## config.mk

```make
export PLATFORM = sky130hd
export DESIGN_NAME = tq_ram
export DESIGN_NICKNAME = d
export VERILOG_FILES = /design/src/hdl/tq_ram.sv
export SDC_FILE = /design/constraint.sdc
export NUM_CORES = 2
export LEC_CHECK = 0
export BUFFER_PORTS_ARGS = -buffer_cell sky130_fd_sc_hd__clkbuf_2
export CAP_MARGIN = 0
export CORE_ASPECT_RATIO = 1.5
export CORE_MARGIN = 4
export CORE_UTILIZATION = 50
export DETAILED_ROUTE_END_ITERATION = 16
export PLACE_DENSITY_LB_ADDON = 0.2
export SYNTH_ARGS = -nofsm -noshare
export SYNTH_HDL_FRONTEND = slang
export SYNTH_SLANG_ARGS = --single-unit
export TNS_END_PERCENT = 30
```

## constraint.sdc

```tcl
create_clock -name i_clk -period 6.17 [get_ports i_clk]
set_clock_uncertainty 0.1 [all_clocks]
set_input_delay 1.234 -clock i_clk [delete_from_list [all_inputs] [get_ports i_clk]]
set_output_delay 1.234 -clock i_clk [all_outputs]
set_load 0.03 [all_outputs]
```

## src/hdl/tq_ram.sv

```systemverilog
module tq_ram #(
    parameter int WIDTH = 8,
    parameter int DEPTH = 256
) (
    input  logic                     i_clk,
    input  logic                     i_we,
    input  logic [$clog2(DEPTH)-1:0] i_waddr,
    input  logic [WIDTH-1:0]         i_wdata,
    input  logic [$clog2(DEPTH)-1:0] i_raddr,
    output logic [WIDTH-1:0]         o_rdata
);

    logic [WIDTH-1:0] r_mem [DEPTH];
    logic [WIDTH-1:0] r_rdata;

    always_ff @(posedge i_clk) begin
        if (i_we) begin
            r_mem[i_waddr] <= i_wdata;
        end
        r_rdata <= r_mem[i_raddr];
    end

    assign o_rdata = r_rdata;

endmodule

```

==> summary.txt <==
status - completed
die width - 334 um
final wirelength - 201000 um
R2R cell count - 6
Post-DP HPWL - 125000 um
Worst path slowest cell - a211oi_1
fraction of layout cells with a size suffix above 1 - 21.6%
total die area - 166000 um2
Max Clock Freq - 221 MHz
Ys Warns - 0
CTS Hold Bufs - 0
clk buf depth - 3
Vias - 38772
Clock transition at path regs - 0.07 ns
Crit Path Class - in -> reg
setup tns final - 0 ns
worst min-delay path class - in -> reg
max-cap viol count - 0
# IOs - 34
reg2reg start - r_mem[24][3]
first-pass GRT wire length - 288000 um
Worst setup EP type - register
Tcrit/Tclk final - 73.4%
worst path required time - 6.72 ns
Worst Path Arrival - 5.08 ns
Pleak - 26.7 nW
Sink Count - 2056
Num CTS Buffers - 179
Core Region - 158000 um2
Vias per Instance - 6.41
Starting Density - 50.2%
area of the mapped netlist - 79600 um2
Routed WL per cell - 33.2 um
Largest stage delay, worst path - 1.07 ns
Critical Path Fanout Max - 38
GR Util All Layers - 24.3%
area delta synth->final - 10.0%
DRT iter0 DRCs - 4650
element type at the critical path start - input port
Avg Cell Area, Syn - 21.3 um2
Post-synth top cells - edfxtp_1 (2048), mux4_2 (454), nor2_1 (282), mux2i_1 (134), a22oi_1 (133)
reg2reg end - o_rdata[3]
Yosys cell types - 55
PD cells - 314 nW/um2
fillers - 11702
most common cell in the netlist - edfxtp_1
FF-to-FF setup slack - 2.99 ns
Post-CTS Setup Inserts - 0
synthesized netlist cell count - 3733
grt ovf - 0
Worst-Skew Late Latency - 0.84 ns
Main synth FF type - edfxtp_1
RSZ-0062 raised after global routing - no
number of buffers added on ports - 33
ys async rst share - 0%
Std-Cell Rows - 179
Seq/Total Area, Yosys - 77.5%
Slew @ Worst Pin - 1.42 ns
peak supply drop - 285 uV
die height - 497 um
Placer Congestion - 0.868
hold path startpoint - i_wdata[3]
Synth area leaders - edfxtp_1 (77%), mux4_2 (13%), mux2i_1 (1.7%)
# setup viols final - 0
drt drc - 0
fin nets - 3861
top-area cell type share of the netlist area - 77.3%
Max-slew headroom - 4.49%
Final Hold Viols - 0
TritonRoute pass-1 iters - 7
Design Power - 27.5 mW
Hold Crit Endpoint - r_mem[13][3]
initial antenna violation count - 13
Routed Antenna Nets - 0
Post-synth EDFFs - 2048
post-route minimum period - 4.53 ns
biggest area consumer among synthesized cells - edfxtp_1
Post-CTS Resized - 0
vias in the first global route - 39265
Root Buffer - clkbuf_16
largest net degree at the start of global routing - 157
CTS tree - yes
worst path cell trace - buf_8, buf_12, buf_4, mux4_2, a22o_1, a221oi_1, o221ai_1, a211oi_1, nor4_1
Yosys reg bits - 2056
syn_nets - 3759
H-tree depth - 4
Final Max Slew Viols - 0
Hold Path Stages - 1
-- critical path: cells and delay by family --
| family | cells | cell delay, ns |
|---|---|---|
| compound gates | 4 | 1.95 |
| buf+inv | 3 | 1.13 |
| mux | 1 | 0.57 |
| simple gates | 1 | 0.10 |
-- kinds of logic (layout without fill, tap and decap cells) --
| family | count (synthesis) | after routing | synth area share, % |
|---|---|---|---|
| other cells | 0 | 6 | 0 |
| compound gates | 385 | 385 | 3.42 |
| buf+inv | 235 | 464 | 1.83 |
| flops | 2056 | 2056 | 77.5 |
| simple gates | 466 | 466 | 2.63 |
| mux | 591 | 591 | 14.6 |
-- cell type report --
class	instances	area (um2)	share of cell area [%]
clock inverter	72	532	0.607
tap	2081	2600	2.97
antenna	6	15.0	0.0172
inverter	2	7.51	0.00858
timing repair buffer	154	1360	1.56
multi-input combinational	1442	16500	18.9
clock buffer	236	4850	5.54
sequential	2056	61700	70.4
-- placed cells by master (no fill, tap or decap), drive strengths merged, types with 2 or more instances in the layout --
cell type	n
nand2	33
nor4	27
nor2	282
nor2b	31
and2	6
nand3	34
and3b	2
clkinv	60
a2111oi	5
diode	6
nor3	22
nand4	10
clkinvlp	3
dfxtp	8
a31oi	2
o22ai	28
a211oi	16
mux2i	134
inv	4
o32ai	5
a22o	8
o21ai	12
a311oi	2
o22a	5
a21oi	96
mux4	456
buf	132
a22oi	133
o211ai	10
clkbuf	258
nand3b	2
edfxtp	2048
a221oi	14
nand2b	8
or2	4
o221ai	47
bufinv	7
-- per-stage QoR --
stage                     utilization, %  cells  hold slack [ns]  setup WS, ns  cell area, um2
after floorplan                        -   3733            0.670          2.90           79600
after global placement              51.9   5734            0.958         0.882           82100
after detailed placement            51.9   5735            0.967         0.884           82100
after CTS                           55.3   6043            0.825          1.75           87500
after global routing                55.3   6044            0.813          1.67           87500
final                               55.3   6049            0.798          1.64           87500
-- flip-flops by register name, indices dropped and copies added, names as in the netlist --
name,flops
r_mem,2048
o_rdata,8
-- where the power goes --
group	switching, mW	internal, mW
logic	0.941	0.470
registers	0.0358	15.4
clock network	4.86	5.79
-- worst max path at each step --
stage	end	depth (start not counted)	from	slack, ns
detailed placement	o_rdata[3]	9	i_raddr[0]	0.88
floorplan	o_rdata[2]	9	i_raddr[0]	2.90
finish	o_rdata[3]	9	i_raddr[0]	1.64
global route	o_rdata[3]	9	i_raddr[0]	1.67
global placement	o_rdata[3]	9	i_raddr[0]	0.88
CTS	o_rdata[3]	9	i_raddr[0]	1.75
-- layer usage --
layer / GRT usage [%] / wire (um)
met5: 0 / 52
met4: 9.92 / 9250
met3: 4.08 / 14200
met2: 40.7 / 102000
met1: 32.1 / 75600
Power figures use the tool's default switching activity.
